[config.mk]
export PLATFORM = sky130hd
export DESIGN_NAME = counting_lock_with_wait_queue_core
export DESIGN_NICKNAME = d
export VERILOG_FILES = /design/src/rtl/clwq_pkg.sv /design/src/rtl/counting_lock_with_wait_queue_core.sv /design/src/rtl/clwq_cell.sv /design/src/rtl/clwq_chain.sv
export VERILOG_INCLUDE_DIRS = /design/src /design/src/rtl
export SDC_FILE = /design/constraint.sdc
export NUM_CORES = 1
export LEC_CHECK = 0
export ABC_AREA = 1
export BUFFER_PORTS_ARGS = -buffer_cell sky130_fd_sc_hd__buf_2
export CAP_MARGIN = 20
export CORE_MARGIN = 8
export CORE_UTILIZATION = 50
export CTS_CLUSTER_SIZE = 28
export DETAILED_ROUTE_END_ITERATION = 6
export PLACE_DENSITY = 0.77
export SYNTH_ARGS = -nofsm -noshare
export SYNTH_HDL_FRONTEND = slang
export SYNTH_SLANG_ARGS = --single-unit
[constraint.sdc]
create_clock -name clock -period 3.2 [get_ports clock]
set_clock_uncertainty 0.2 [all_clocks]
set_input_delay 0.32 -clock clock [delete_from_list [all_inputs] [get_ports clock]]
set_output_delay 0.32 -clock clock [all_outputs]
set_load 0.05 [all_outputs]
[src/rtl/counting_lock_with_wait_queue_core_assert.svh]
// Assertion macros for the counting lock core.
`ifndef COUNTING_LOCK_WITH_WAIT_QUEUE_CORE_ASSERT_SVH
`define COUNTING_LOCK_WITH_WAIT_QUEUE_CORE_ASSERT_SVH
`ifndef NO_ASSERTIONS
// Same-cycle implication, checked on every clock edge outside reset.
`define CLWQ_ASSERT_NOW(label, cond, expect_expr, msg) \
   label: assert property (@(posedge clock) disable iff (reset) \
      (cond) |-> (expect_expr)) else $error(msg);
// Next-cycle implication, checked on every clock edge outside reset.
`define CLWQ_ASSERT_NEXT(label, cond, expect_expr, msg) \
   label: assert property (@(posedge clock) disable iff (reset) \
      (cond) |=> (expect_expr)) else $error(msg);
`else
`define CLWQ_ASSERT_NOW(label, cond, expect_expr, msg)
`define CLWQ_ASSERT_NEXT(label, cond, expect_expr, msg)
`endif
`endif

[src/rtl/clwq_pkg.sv]
// Shared types and constants for the counting lock with wait queue.
`default_nettype none
package clwq_pkg;

   localparam int QUEUE_DEPTH  = 16;
   localparam int ID_WIDTH     = 8;
   localparam int COUNT_WIDTH  = 8;
   localparam int WCOUNT_WIDTH = $clog2(QUEUE_DEPTH + 1);

   typedef logic [ID_WIDTH-1:0]     id_type;
   typedef logic [WCOUNT_WIDTH-1:0] wcount_type;
   typedef logic [COUNT_WIDTH-1:0]  hcount_type;

   // Request actions; the last code is not a valid action.
   typedef enum logic [1:0] {
      ACT_LOCK   = 2'd0,
      ACT_UNLOCK = 2'd1,
      ACT_CANCEL = 2'd2,
      ACT_BAD    = 2'd3
   } action_type;

   typedef enum logic [2:0] {
      ST_GRANTED   = 3'd0,
      ST_QUEUED    = 3'd1,
      ST_REJECTED  = 3'd2,
      ST_HANDED    = 3'd3,
      ST_RELEASED  = 3'd4,
      ST_CANCELLED = 3'd5,
      ST_ERROR     = 3'd6
   } status_type;

   typedef enum logic [0:0] {
      CSR_MAX_HOLDERS = 1'b0,
      CSR_MAX_WAITERS = 1'b1
   } csr_index_type;

   // One queue entry as it moves between neighboring cells.
   typedef struct packed {
      logic   valid;
      id_type id;
   } entry_type;

   // Command broadcast to every cell of the queue.
   typedef struct packed {
      logic   push;
      logic   pop;
      logic   cancel;
      id_type id;
   } queue_cmd_type;

   // Status gathered from the queue.
   typedef struct packed {
      logic   head_valid;
      id_type head_id;
      logic   found;
   } queue_status_type;

endpackage
`default_nettype wire

[src/rtl/counting_lock_with_wait_queue_core.sv]
// Top level of the counting lock with a bounded FIFO wait queue.
// Usage:
//   The req channel carries one lock, unlock or cancel request per accepted
//   item. Every request gives exactly one result on the rsp channel: a status
//   code and, on a hand-over, the id of the woken waiter.
//   The result is registered at the accepting edge and shown on rsp the cycle
//   after. Throughput is one request per cycle while rsp is not stalled; the
//   whole decision, including the cancel search, is combinational along a row
//   of sixteen queue cells whose match chain ripples from head to tail.
//   When rsp is stalled, the registered result holds and req_stall rises, so
//   no further request is taken until the result leaves; a request is still
//   taken in the same cycle that the waiting result is accepted.
//   The csr port sets max_holders and max_waiters; writes take effect at once.
//   The user makes them while no request is in flight; the core does not enforce this.
//   Reset empties the queue, clears the holder count, sets max_holders to one
//   and max_waiters to zero, and drops any pending result.
`default_nettype none
module counting_lock_with_wait_queue_core (
   input  wire logic       clock,
   input  wire logic       reset,
   input  wire logic       req_valid,
   output logic            req_stall,
   input  wire logic [1:0] req_action,
   input  wire logic [7:0] req_requester_id,
   input  wire logic       req_may_wait,
   output logic            rsp_valid,
   input  wire logic       rsp_stall,
   output logic [2:0]      rsp_status,
   output logic [7:0]      rsp_woken_id,
   output logic            rsp_woken_valid,
   input  wire logic       csr_write_enable,
   input  wire logic [0:0] csr_index,
   input  wire logic [7:0] csr_write_data
);

   logic [7:0]                       max_holders_ff;
   logic [4:0]                       max_waiters_ff;
   clwq_pkg::hcount_type             holder_count_ff, holder_count_in;
   clwq_pkg::wcount_type             waiter_count_ff, waiter_count_in;
   logic                             rsp_valid_ff, rsp_valid_in;
   clwq_pkg::status_type             rsp_status_ff, rsp_status_in;
   logic [7:0]                       rsp_woken_id_ff, rsp_woken_id_in;
   logic                             rsp_woken_valid_ff, rsp_woken_valid_in;

   logic                             req_accept;
   logic                             slot_free;
   clwq_pkg::wcount_type             wait_lim;
   clwq_pkg::queue_cmd_type          cmd;
   clwq_pkg::queue_status_type       qstat;
   logic                             cancel_hit;

   assign req_stall  = rsp_valid_ff && rsp_stall;
   assign req_accept = req_valid && !req_stall;

   assign wait_lim = (max_waiters_ff > clwq_pkg::wcount_type'(clwq_pkg::QUEUE_DEPTH))
                     ? clwq_pkg::wcount_type'(clwq_pkg::QUEUE_DEPTH)
                     : clwq_pkg::wcount_type'(max_waiters_ff);

   assign slot_free = holder_count_ff < clwq_pkg::hcount_type'(max_holders_ff);

   clwq_chain u_chain (
      .clock  (clock),
      .reset  (reset),
      .cmd    (cmd),
      .status (qstat)
   );

   assign cancel_hit = cmd.cancel && qstat.found;

   // The queue command is decided from registered counts only, so the cancel
   // search result never feeds back into it.
   always_comb begin
      cmd.push   = 1'b0;
      cmd.pop    = 1'b0;
      cmd.cancel = 1'b0;
      cmd.id     = req_requester_id[clwq_pkg::ID_WIDTH-1:0];
      if (req_accept) begin
         unique case (clwq_pkg::action_type'(req_action))
            clwq_pkg::ACT_LOCK: begin
               cmd.push = !slot_free && req_may_wait && (waiter_count_ff < wait_lim);
            end
            clwq_pkg::ACT_UNLOCK: begin
               cmd.pop = (waiter_count_ff != '0);
            end
            clwq_pkg::ACT_CANCEL: begin
               cmd.cancel = 1'b1;
            end
            default: begin
            end
         endcase
      end
   end

   always_comb begin
      holder_count_in    = holder_count_ff;
      waiter_count_in    = waiter_count_ff;
      rsp_status_in      = rsp_status_ff;
      rsp_woken_id_in    = rsp_woken_id_ff;
      rsp_woken_valid_in = rsp_woken_valid_ff;
      rsp_valid_in       = rsp_valid_ff && rsp_stall;
      if (req_accept) begin
         rsp_valid_in       = 1'b1;
         rsp_woken_id_in    = '0;
         rsp_woken_valid_in = 1'b0;
         unique case (clwq_pkg::action_type'(req_action))
            clwq_pkg::ACT_LOCK: begin
               if (slot_free) begin
                  holder_count_in = holder_count_ff + clwq_pkg::hcount_type'(1);
                  rsp_status_in   = clwq_pkg::ST_GRANTED;
               end else if (cmd.push) begin
                  waiter_count_in = waiter_count_ff + clwq_pkg::wcount_type'(1);
                  rsp_status_in   = clwq_pkg::ST_QUEUED;
               end else begin
                  rsp_status_in = clwq_pkg::ST_REJECTED;
               end
            end
            clwq_pkg::ACT_UNLOCK: begin
               if (cmd.pop) begin
                  // The freed slot passes straight to the oldest waiter.
                  waiter_count_in    = waiter_count_ff - clwq_pkg::wcount_type'(1);
                  rsp_status_in      = clwq_pkg::ST_HANDED;
                  rsp_woken_id_in    = 8'(qstat.head_id);
                  rsp_woken_valid_in = 1'b1;
               end else if (holder_count_ff != '0) begin
                  holder_count_in = holder_count_ff - clwq_pkg::hcount_type'(1);
                  rsp_status_in   = clwq_pkg::ST_RELEASED;
               end else begin
                  rsp_status_in = clwq_pkg::ST_ERROR;
               end
            end
            clwq_pkg::ACT_CANCEL: begin
               if (qstat.found) begin
                  waiter_count_in = waiter_count_ff - clwq_pkg::wcount_type'(1);
                  rsp_status_in   = clwq_pkg::ST_CANCELLED;
               end else begin
                  rsp_status_in = clwq_pkg::ST_ERROR;
               end
            end
            default: begin
               rsp_status_in = clwq_pkg::ST_ERROR;
            end
         endcase
      end
   end

   always_ff @(posedge clock) begin
      if (reset) begin
         max_holders_ff  <= 8'd1;
         max_waiters_ff  <= 5'd0;
         holder_count_ff <= '0;
         waiter_count_ff <= '0;
         rsp_valid_ff    <= 1'b0;
      end else begin
         if (csr_write_enable) begin
            unique case (clwq_pkg::csr_index_type'(csr_index))
               clwq_pkg::CSR_MAX_HOLDERS: max_holders_ff <= csr_write_data;
               clwq_pkg::CSR_MAX_WAITERS: max_waiters_ff <= csr_write_data[4:0];
               default: begin
               end
            endcase
         end
         holder_count_ff <= holder_count_in;
         waiter_count_ff <= waiter_count_in;
         rsp_valid_ff    <= rsp_valid_in;
      end
      rsp_status_ff      <= rsp_status_in;
      rsp_woken_id_ff    <= rsp_woken_id_in;
      rsp_woken_valid_ff <= rsp_woken_valid_in;
   end

   assign rsp_valid       = rsp_valid_ff;
   assign rsp_status      = rsp_status_ff;
   assign rsp_woken_id    = rsp_woken_id_ff;
   assign rsp_woken_valid = rsp_woken_valid_ff;

`include "counting_lock_with_wait_queue_core_assert.svh"

   `CLWQ_ASSERT_NOW(a_count_bound, 1'b1,
      waiter_count_ff <= clwq_pkg::wcount_type'(clwq_pkg::QUEUE_DEPTH),
      "waiter count above queue depth")
   `CLWQ_ASSERT_NOW(a_head_matches_count, 1'b1,
      qstat.head_valid == (waiter_count_ff != '0),
      "queue head disagrees with waiter count")
   `CLWQ_ASSERT_NEXT(a_cancel_shrinks, req_accept && cancel_hit,
      waiter_count_ff == $past(waiter_count_ff) - clwq_pkg::wcount_type'(1),
      "cancel did not shrink the queue")
   `CLWQ_ASSERT_NEXT(a_handover_keeps_holders, req_accept && cmd.pop,
      holder_count_ff == $past(holder_count_ff),
      "hand-over changed the holder count")

endmodule
`default_nettype wire

[src/rtl/clwq_cell.sv]
// One cell of the wait queue: holds one waiter id and shifts toward the head.
`default_nettype none
module clwq_cell (
   input  wire logic                    clock,
   input  wire logic                    reset,
   input  wire clwq_pkg::queue_cmd_type cmd,
   input  wire logic                    prev_valid,
   input  wire logic                    match_in,
   input  wire clwq_pkg::entry_type     right,
   output clwq_pkg::entry_type          entry,
   output logic                         match_out
);

   logic             valid_ff, valid_in;
   clwq_pkg::id_type id_ff, id_in;
   logic             my_match;
   logic             shift;
   logic             load;

   always_comb begin
      my_match  = valid_ff && cmd.cancel && (id_ff == cmd.id);
      match_out = match_in || my_match;
      // Cells at and behind the oldest matching entry close the gap.
      shift     = cmd.pop || (cmd.cancel && match_out);
      // The first empty cell takes a new waiter.
      load      = cmd.push && !valid_ff && prev_valid;
      valid_in  = valid_ff;
      id_in     = id_ff;
      if (shift) begin
         valid_in = right.valid;
         id_in    = right.id;
      end else if (load) begin
         valid_in = 1'b1;
         id_in    = cmd.id;
      end
   end

   always_ff @(posedge clock) begin
      if (reset) begin
         valid_ff <= 1'b0;
      end else begin
         valid_ff <= valid_in;
      end
      id_ff <= id_in;
   end

   assign entry.valid = valid_ff;
   assign entry.id    = id_ff;

endmodule
`default_nettype wire

[src/rtl/clwq_chain.sv]
// Row of queue cells with the head at cell zero and the match chain rippling tailward.
`default_nettype none
module clwq_chain (
   input  wire logic                    clock,
   input  wire logic                    reset,
   input  wire clwq_pkg::queue_cmd_type cmd,
   output clwq_pkg::queue_status_type   status
);

   clwq_pkg::entry_type entries [clwq_pkg::QUEUE_DEPTH];
   clwq_pkg::entry_type rights  [clwq_pkg::QUEUE_DEPTH];
   logic                prevs   [clwq_pkg::QUEUE_DEPTH];
   logic [clwq_pkg::QUEUE_DEPTH:0] match;

   assign match[0] = 1'b0;

   for (genvar g = 0; g < clwq_pkg::QUEUE_DEPTH; g++) begin : g_cell
      if (g == 0) begin : g_head
         assign prevs[g] = 1'b1;
      end else begin : g_body
         assign prevs[g] = entries[g-1].valid;
      end
      if (g == clwq_pkg::QUEUE_DEPTH - 1) begin : g_tail
         assign rights[g] = '0;
      end else begin : g_inner
         assign rights[g] = entries[g+1];
      end
      clwq_cell u_cell (
         .clock      (clock),
         .reset      (reset),
         .cmd        (cmd),
         .prev_valid (prevs[g]),
         .match_in   (match[g]),
         .right      (rights[g]),
         .entry      (entries[g]),
         .match_out  (match[g+1])
      );
   end

   assign status.head_valid = entries[0].valid;
   assign status.head_id    = entries[0].id;
   assign status.found      = match[clwq_pkg::QUEUE_DEPTH];

endmodule
`default_nettype wire

==> summary.txt <==
Run status
  – Status: finished, final reports clean

Clocking
  – CTS Sinks: roughly 180
  – CTS tree: done
  – H-tree levels: 4
  – Max clock buf depth: 2
  – Num CTS Buffers: 17
  – Clk_lat worst skew: about 0.44 ns
  – # resized after CTS: 0
  – Post-CTS setup buffer count: 0
  – Hold-fix buffers, CTS: 10
  – Reg clk slew, reported paths: 0.07 ns
  – Root buffer cell: clkbuf_16

Synthesis
  – Synth async-reset ratio: 0
  – Syn_area_per_cell: 8.34 µm²
  – Ys flop type: edfxtp_1
  – Leading post-synthesis cells by cell area: edfxtp_1 (38%), nand2_1 (12%), dfxtp_1 (9.8%)
  – Warnings from Yosys: 0
  – Mapped cell area: about 0.010 mm²
  – Yosys cell types: 52
  – Number of enable flip-flop cells after synthesis: 132
  – Post-Syn Nets: approximately 1300
  – Synth Instances: between 1000 and 1500
  – Top-area cell type share of the netlist area: 0.380
  – Sequential share of the synthesized area: 0.477
  – Synth area leader: edfxtp_1
  – Yosys reg bits: around 180

Drt
  – Routed len/inst: ~17 µm
  – Vias: a little under 9000
  – First drt pass iteration count: 5
  – Post-route DRC: 0
  – Drt total wl: about 27 mm
  – Initial DRC Count: slightly below 900
  – Antenna viol nets, final: 0
  – DR vias/cell: roughly 5.5

STA
  – Final hold slack: 0.0348 ns
  – Rel. slew slack: 0.352
  – TNS Setup: 0 ns
  – Final critical-path required period: around 2.9 ns
  – Final number of max-transition violations: 0
  – Fin. Hold Viols: 0
  – Worst path setup slack after routing: between 0.3 and 0.4 ns
  – Achievable Freq: roughly 0.35 GHz
  – Period utilization: 0.905
  – Worst-Margin Slew: a little under 1 ns
  – Unrepaired setup endpoints after global routing: false
  – Final setup fails: 0

Worst setup path
  – Worst EP required: roughly 3 ns
  – CP cell instances: dlygate4sd3_1, buf_2, nand2_2, inv_2, nand2_4, nor2_1, nand3_1, nand2_2, nor2_4, nand3_4, nor2_4, and2_4, nand3_1
  – Worst path top cell family by delay: simple AND/OR/NAND/NOR gates
  – Crit path capture type: flop
  – Reg2reg path depth: 10
  – CP Launch Type: input port
  – CP Max Fanout: 10
  – Slowest stage cell, crit path: dlygate4sd3_1
  – CP Launch Point: req_valid
  – Setup CP Type: input port to flop
  – CP arrival: about 2.8 ns
  – R2R Setup Slk: ~0.34 ns
  – Max incr delay on CP: approximately 0.54 ns
  – WP buf/inv: 3
  – Reg2reg end: u_chain.g_cell[4].u_cell.id_ff[4]
  – RR Startpoint: max_holders_ff[3]

Place
  – DP Worst Slack: between 0.07 and 0.08 ns
  – Inst Count DP: 1551
  – GPL Wtd Cong: between 0.8 and 0.9
  – Half-perimeter wire length after placement: between 15 and 20 mm
  – IO Port Bufs: 38

GRT
  – Initial antenna violation count: 0
  – Vias in the first global route: roughly 8300
  – First-pass GRT wire length: 42.7 mm
  – Gr ovfl total: 0
  – Largest net degree at the start of global routing: 32
  – GR Util All Layers: 0.207

Power and ir drop
  – Worst VDD drop: between 0.2 and 0.3 mV
  – Overall Power: between 5 and 6 mW
  – Leakage: about 4.8 nW
  – Pwr dens: between 400 and 500 mW/mm²

Hold path
  – Endpoint, Worst Hold: rsp_valid
  – WHS Path Cells: 5
  – Hold Crit Start: rsp_stall
  – Hold Path Class: input port to flop

Final layout
  – Antenna cells: 0
  – Fillers: roughly 1800
  – Cell Count, Final, Fillers Out: approximately 1600
  – Area Growth Syn to Fin: 11.5%
  – Layout cells sized above 1: 0.133
  – Nets: between 1000 and 1500
  – Commonest non-fill, non-tap cells in the layout: nand2_1 (340), edfxtp_1 (132), o21ai_0 (126)
  – Most common cell after layout, fill and taps aside: nand2_1

Floorplanning
  – Die area: 0.0258 mm²
  – DIE WIDTH: 161 µm
  – Row count: 53
  – Die Ht: roughly 160 µm
  – # IOs: 39
  – Core box area: a little over 0.02 mm²
  – Initial Util: 0.503

Job
  – Number of max-cap violations: 0
-- tightest hold or removal path: cells and delay by family --
family	cells	cell delay [ns]
buf+inv	2	0.15
simple gates	3	0.17
-- power breakdown --
part | internal, mW | switching, mW | leakage [nW]
clock network | 1.18 | 0.922 | 0.300
registers | 2.66 | 0.0689 | 1.62
logic | 0.272 | 0.513 | 2.90
-- layout make-up --
cell class	instances	area, µm²	share of cell area
well taps	275	344	0.0295
clock buffers	24	537	0.0461
multi-input cells	888	4640	0.398
clock inverters	8	52.6	0.00451
repair buffers	90	616	0.0528
flip-flops and latches	183	4980	0.428
inverters	125	475	0.0408
-- stage by stage --
step,utilization,area [µm²]
6_report,0.561,11600
5_1_grt,0.561,11600
4_1_cts,0.561,11600
3_5_place_dp,0.528,11000
3_3_place_gp,0.528,11000
2_1_floorplan,-,10400
-- cell usage after synthesis, types with 2 or more instances --
cell type  number
a211oi_1        5
a21oi_1        56
a22o_1          2
a31oi_1         5
buf_2          14
buf_4          11
buf_6          10
clkbuf_1       20
dfxtp_1        51
edfxtp_1      132
fa_1            2
ha_1           24
inv_1         107
inv_2          15
inv_4           2
nand2_1       340
nand2_2        10
nand2_4         2
nand3_1        36
nand3_2         2
nand3_4         2
nand3b_1        2
nand4_1         7
nand4_2         2
nor2_1        100
nor2_4          5
nor3_1         16
nor3_4          2
nor3b_1         3
nor4_1          4
o211ai_1        3
o21a_1          3
o21ai_0       126
o21ai_1        32
o21ai_2        15
o21bai_1        2
o22ai_1         8
o31ai_1         4
or2_0           5
or2_1           2
xnor2_1        15
xor2_1         38
-- metal layers --
layer	global-route usage	vias up	routed length (µm)	part of all wire
met3	0.0402	69	2120	0.079
li1	-	4270	-	-
met4	0.0816	0	768	0.029
met2	0.330	383	12500	0.47
met1	0.272	4053	11300	0.42
met5	0	-	0	0
-- cells by family (layout without fill, tap and decap cells) --
kind of cell	Yosys count	count (layout)	share of synthesized area
simple gates	546	546	0.229
compound gates	263	263	0.139
flops	183	183	0.477
buf+inv	181	247	0.0785
xor+xnor	53	53	0.0444
fa+ha+maj	26	26	0.0326
-- sequential cells by signal, indices dropped and copies added, names as in the netlist --
name                            count
holder_count_ff                     8
max_holders_ff                      8
max_waiters_ff                      5
rsp_status                          3
rsp_valid                           1
rsp_woken_id                        8
rsp_woken_valid                     1
u_chain.g_cell.u_cell.id_ff       128
u_chain.g_cell.u_cell.valid_ff     16
waiter_count_ff                     5
-- how the worst max path moves through the flow --
stage                                               endpoint  depth (start not counted)
after detailed placement  u_chain.g_cell[13].u_cell.id_ff[2]                         14
after global routing      u_chain.g_cell[13].u_cell.valid_ff                         15
after floorplan           u_chain.g_cell[12].u_cell.id_ff[0]                         12
after CTS                 u_chain.g_cell[13].u_cell.id_ff[4]                         13
final                     u_chain.g_cell[13].u_cell.id_ff[6]                         13
after global placement    u_chain.g_cell[13].u_cell.id_ff[2]                         14
Note: power is estimated with default switching activity, not from simulation.
